### config.mk
export PLATFORM = sky130hd
export DESIGN_NAME = lmes_ram
export DESIGN_NICKNAME = d
export VERILOG_FILES = /design/src/rtl/core/lmes_ram.sv
export SDC_FILE = /design/constraint.sdc
export NUM_CORES = 2
export LEC_CHECK = 0
export ABC_AREA = 1
export BUFFER_PORTS_ARGS = -buffer_cell sky130_fd_sc_hd__buf_4
export CAP_MARGIN = 20
export CELL_PAD_IN_SITES_DETAIL_PLACEMENT = 0
export CELL_PAD_IN_SITES_GLOBAL_PLACEMENT = 1
export CORE_MARGIN = 2
export CORE_UTILIZATION = 45
export CTS_BUF_LIST = sky130_fd_sc_hd__clkbuf_2 sky130_fd_sc_hd__clkbuf_4 sky130_fd_sc_hd__clkbuf_8
export CTS_CLUSTER_SIZE = 16
export DETAILED_ROUTE_END_ITERATION = 10
export HOLD_SLACK_MARGIN = 0.05
export PLACE_DENSITY = 0.8
export SLEW_MARGIN = 20
export SYNTH_ARGS = -nofsm -noshare
export SYNTH_HDL_FRONTEND = slang
export SYNTH_SLANG_ARGS = --single-unit
### constraint.sdc
create_clock -name i_clk -period 2.5 [get_ports i_clk]
set_clock_uncertainty 0.2 [all_clocks]
set_input_delay 0.5 -clock i_clk [delete_from_list [all_inputs] [get_ports i_clk]]
set_output_delay 0.5 -clock i_clk [all_outputs]
set_load 0.05 [all_outputs]
### src/rtl/core/lmes_ram.sv
// Generic single-port-write, single-port-read RAM with registered read data.
module lmes_ram #(
    parameter int WIDTH = 8,
    parameter int DEPTH = 256
) (
    input  logic                     i_clk,
    input  logic                     i_we,
    input  logic [$clog2(DEPTH)-1:0] i_waddr,
    input  logic [WIDTH-1:0]         i_wdata,
    input  logic                     i_re,
    input  logic [$clog2(DEPTH)-1:0] i_raddr,
    output logic [WIDTH-1:0]         o_rdata
);

    logic [WIDTH-1:0] r_mem [DEPTH];
    logic [WIDTH-1:0] r_rdata;

    always_ff @(posedge i_clk) begin
        if (i_we) begin
            r_mem[i_waddr] <= i_wdata;
        end
        if (i_re) begin
            r_rdata <= r_mem[i_raddr];
        end
    end

    assign o_rdata = r_rdata;

endmodule

# --- After elaboration in Yosys (flattened, before gate mapping) ---
# Memory sizes are Yosys's and may differ from the RTL's. A register that Yosys moved wholly into a read port is not among the register bits.
# Cells that the tools add are included.
op_classes:
  mux: 2
op_table:
  columns: ["op", "count"]
  rows:
  - ["2-to-1 mux 1 bit", 2]
totals:
  regBits: 0
  mem_bits_rw: 2048
  in_bits: 27
  out_inout_bits: 8
  wordCells: 3
  n_memories: 1
memory_table:
  columns: ["name", "words", "word_bits", "rd", "rd_clocked_by_memory_dff", "write_ports", "line_no", "text"]
  rows:
  - ["r_mem", 256, 8, 1, 1, 1, "15", "logic [WIDTH-1:0] r_mem [DEPTH];"]

# --- Depth between registers and ports, before layout ---
depth:
  word_depth: 2
  mapped_depth: 15
  ltp_nobuf: 11

# --- Least setup slack after synthesis ---
# No wires, ideal clock.
synth_timing:
  kind: "input to register"
  from: "input port i_we"
  to: "memory r_mem[162][0], enable pin"
  setup_time_ns: 0.370
  t_arrival_ns: 1.621
  required_ns: 1.930
  path_slack_ns: 0.309
  cell_stages: 4
  n_path_buf: 2
  path_cell_list: "clkbuf_1 nand3_1 clkbuf_1 nor2_1"
synth_between:
  elab_chain_len: 2
synth_rtl:
  columns: ["item", "line_no", "text"]
  rows:
  - ["start, declared", "7", "input logic i_we,"]
  - ["2-to-1 mux 1 bit", "19", "if (i_we) begin"]
  - ["2-to-1 mux 1 bit (not written as such)", "20", "r_mem[i_waddr] <= i_wdata;"]
  - ["end, declared", "15", null]
# Every way passes these cells.

# --- Worst setup path in the final report ---
layout_timing:
  from: "register r_rdata[1], in the netlist o_rdata[1] (read register of r_mem)"
  to: "output port o_rdata[1]"
layout_rtl:
  columns: ["item", "line_no", "text"]
  rows:
  - ["start, declared", "16", "logic [WIDTH-1:0] r_rdata;"]
  - ["end, declared", "12", "output logic [WIDTH-1:0] o_rdata"]
# No word-level cell between the ends.

==> summary.txt <==
Synth
  – Most used DFF post-synth: edfxtp_1
  – Synth warnings: 0
  – Most instantiated library cell after synthesis: nand2_1
  – Main area contributors after synthesis: edfxtp_1 74%, nand3_1 12%, nand2_1 9.5%
  – Synth Register Bits: 2056
  – Post-synthesis simple-gate area fraction: 22.9%
  – Number of enable flip-flop cells after synthesis: 2056
  – Area leader, netlist: edfxtp_1
  – Post-synthesis adder-cell area fraction: 0%
  – Post-synthesis mux area share: 0%
  – Post-synthesis sequential area ratio: 74.0%
  – Post-synthesis cell type count: 13
  – Yosys top cell area share: 74.0%
  – Compound-Gate Fraction of Synth Area: 0%
  – Post-Syn Area: 83500 um^2
  – Most frequent cells after synthesis: 2123 x nand2_1, 2056 x edfxtp_1, 2019 x nand3_1, 283 x nor2_1, 268 x buf_2
  – Dominant combinational cell family by area after synthesis: simple AND/OR/NAND/NOR gates
  – Syn avg cell area: 11.9 um^2
  – Post-Synth XOR/XNOR Area: 0%
  – Async SR Flop Fraction: 0%
  – Post-Syn Instances: 7003
  – Post-Syn Nets: 7030

Pwr
  – Comb pwr share: 7.1%
  – Sw power: 16.6 mW
  – Power per cell area: 731 nW/um^2
  – Sw Share: 23.3%
  – Reg power frac: 53.3%
  – Clock network power share: 39.6%
  – Final total power: 71.4 mW
  – Lkg Pwr: 35.1 nW
  – Internal Power: 54.7 mW
  – Peak VDD IR: 583 uV

Floorplan
  – Initial Util: 45.2%
  – Die area: 189000 um^2
  – Cell Rows: 158
  – Core box area: 185000 um^2
  – Top-level I/O count: 35
  – Die Y: 435 um
  – Die Wd: 435 um

Setup path
  – Critical Path End: o_rdata[1]
  – Startpoint types: flip-flop
  – CP endpoint kind: output port
  – Bufs and invs on worst path: 1
  – Crit Path Class: flip-flop to output port
  – Reg-to-Reg End: o_rdata[5]$_DFFE_PP_
  – Crit path max-delay family: flip-flops
  – CP Cell Sequence: buf_6
  – Slowest cell on the critical path: edfxtp_1
  – CP max FO: 1
  – R2r setup slk: 0.08 ns
  – Crit-path max cell delay: 0.65 ns
  – Worst path required time: 1.80 ns
  – Worst-case reg-to-reg path depth: 11
  – Worst setup path startpoint: o_rdata[1]$_DFFE_PP_
  – WP depth: 1
  – Critical Path AT: 1.91 ns
  – Reg2reg start: r_mem[140][5]$_DFFE_PP_

STA
  – Final slew viol count: 0
  – Worst rel slew slack: 50.5%
  – Max Fclk: 383 MHz
  – Worst Max-Slew Pin Slew: 0.742 ns
  – Final setup viols: 5
  – Unrepaired setup endpoints after global routing: yes
  – Fin. Hold Viols: 0
  – Final WS setup: -0.110 ns
  – Final min period: 2.61 ns
  – Hold slack: 0.209 ns
  – Fin crit share: 104%
  – Fin Setup TNS: -0.198 ns

Layout
  – Register area: 61700 um^2
  – Fillers: 15454
  – Util after Layout: 52.8%
  – Area of the multi-input gates: 19200 um^2
  – Layout cells sized above 1: 15.3%
  – Final Cell Area: 97700 um^2
  – Area delta synth->final: 17.0%
  – Layout Nets: 7597

Clocking
  – Sinks on Clock Net: 2056
  – H-tree levels: 5
  – Number of CTS-inserted buffers: 342
  – CTS tree: done
  – Max Root-Sink Buffers: 4
  – CTS clock-pin slew for the worst setup and hold paths: 0.05 ns
  – Clock Tree Root: clkbuf_8
  – # Post-CTS Setup Buffers: 0
  – Clk_lat worst skew: 1.06 ns

Placed design
  – Final HPWL DP: 149000 um
  – IO Port Bufs: 34
  – Placed instance area: 91100 um^2
  – Routability congestion estimate: 0.913

Outcome
  – Failing checks: setup timing
  – Status: finished with violations

Drt
  – Drt total wl: 241000 um
  – DRC viols: 0
  – Final ANT Viol Nets: 0
  – Vias: 57734
  – DR WL/cell: 23.5 um
  – Starting DRT DRC Count: 7448
  – Post-DR vias/cell: 5.62
  – Drt first pass iters: 8

Worst hold path
  – Hold path start: i_waddr[6]
  – Type of the most critical hold path: input port to flip-flop

Global route
  – Largest net degree at the start of global routing: 81
  – Initial antenna violation count: 10
  – Met1 Track Usage GR: 34.2%
  – Congestion Overflow GR: 0
  – First-pass GRT wire length: 357000 um
  – GR Util met2: 39.7%
  – Most Crowded Layer GR: met2
  – Vias in the first global route: 56272
  – Total track usage: 25.1%
  – M3 GR Usage: 4.86%

Run
  – Max-Cap Viols: 0
[what timing repair did]
| item | CTS | global route |
|---|---|---|
| resized for setup | 8 | 9 |
| endpoints found under the setup margin | 8 | 11 |
| hold endpoints to repair | 2189 | 0 |
| pin swaps | 0 | 1 |
| hold buffers | 24 | 0 |
[worst min-delay path by stage]
stage,depth (start not counted),to,slack [ns]
floorplan,0,r_mem[0][0]$_DFFE_PP_,0.40
global placement,1,o_rdata[0]$_DFFE_PP_,0.72
detailed placement,1,o_rdata[0]$_DFFE_PP_,0.72
CTS,7,r_mem[134][0]$_DFFE_PP_,0.11
global route,6,r_mem[117][1]$_DFFE_PP_,0.18
finish,6,r_mem[117][1]$_DFFE_PP_,0.21
[layout by cell type (no fill, tap or decap)]
cell type,n
nand3_2,3
diode_2,6
buf_8,11
inv_1,34
nor2_2,1
nand3_4,1
buf_6,8
buf_4,529
nand3_1,2015
clkinvlp_4,10
inv_8,2
clkinv_2,35
edfxtp_1,2056
bufinv_16,10
nor2_1,281
buf_12,134
nand2_1,2117
nand2_2,6
dlymetal6s4s_1,1
clkbuf_8,349
nor2_4,1
dlygate4sd3_1,23
inv_2,1
clkbuf_4,89
inv_4,1
clkinv_1,75
inv_16,1
[layout make-up]
class | instances | share of cell area [%]
clock inverters | 130 | 0.852
diodes | 6 | 0.0154
multi-input cells | 4425 | 19.6
repair buffers | 706 | 7.32
clock buffers | 438 | 5.60
well taps | 2480 | 3.18
inverters | 39 | 0.184
flip-flops and latches | 2056 | 63.2
[per-layer routing]
metal	vias up	wire [um]
met1	28380	96400
met4	0	10200
met2	2817	112000
met5	-	0
met3	499	22600
li1	26038	-
[metrics by stage]
stage / cells / setup WS [ns]
global placement: 9682 / -0.550
finish: 10280 / -0.110
global route: 10276 / -0.126
floorplan: 7003 / 0.309
detailed placement: 9682 / -0.547
CTS: 10274 / -0.173
[kinds of logic (layout without fill, tap and decap cells)]
kind of cell / Yosys count / count (layout)
other: 0 / 6
AND/OR/NAND/NOR: 4425 / 4425
buffers and inverters: 522 / 1313
flip-flops: 2056 / 2056
[power groups by stage]
stage / registers, mW / logic [mW] / clock network [mW]
floorplan: 38.8 / 2.34 / 0
global placement: 38.8 / 4.89 / 0
detailed placement: 38.8 / 4.94 / 0
CTS: 38.1 / 5.00 / 28.7
global route: 38.0 / 5.39 / 30.1
finish: 38.1 / 5.04 / 28.3
[sequential cells by signal (all words and copies together) (netlist names)]
signal   flops
o_rdata      8
r_mem     2048
No activity file was read; power rests on OpenSTA's default activity.
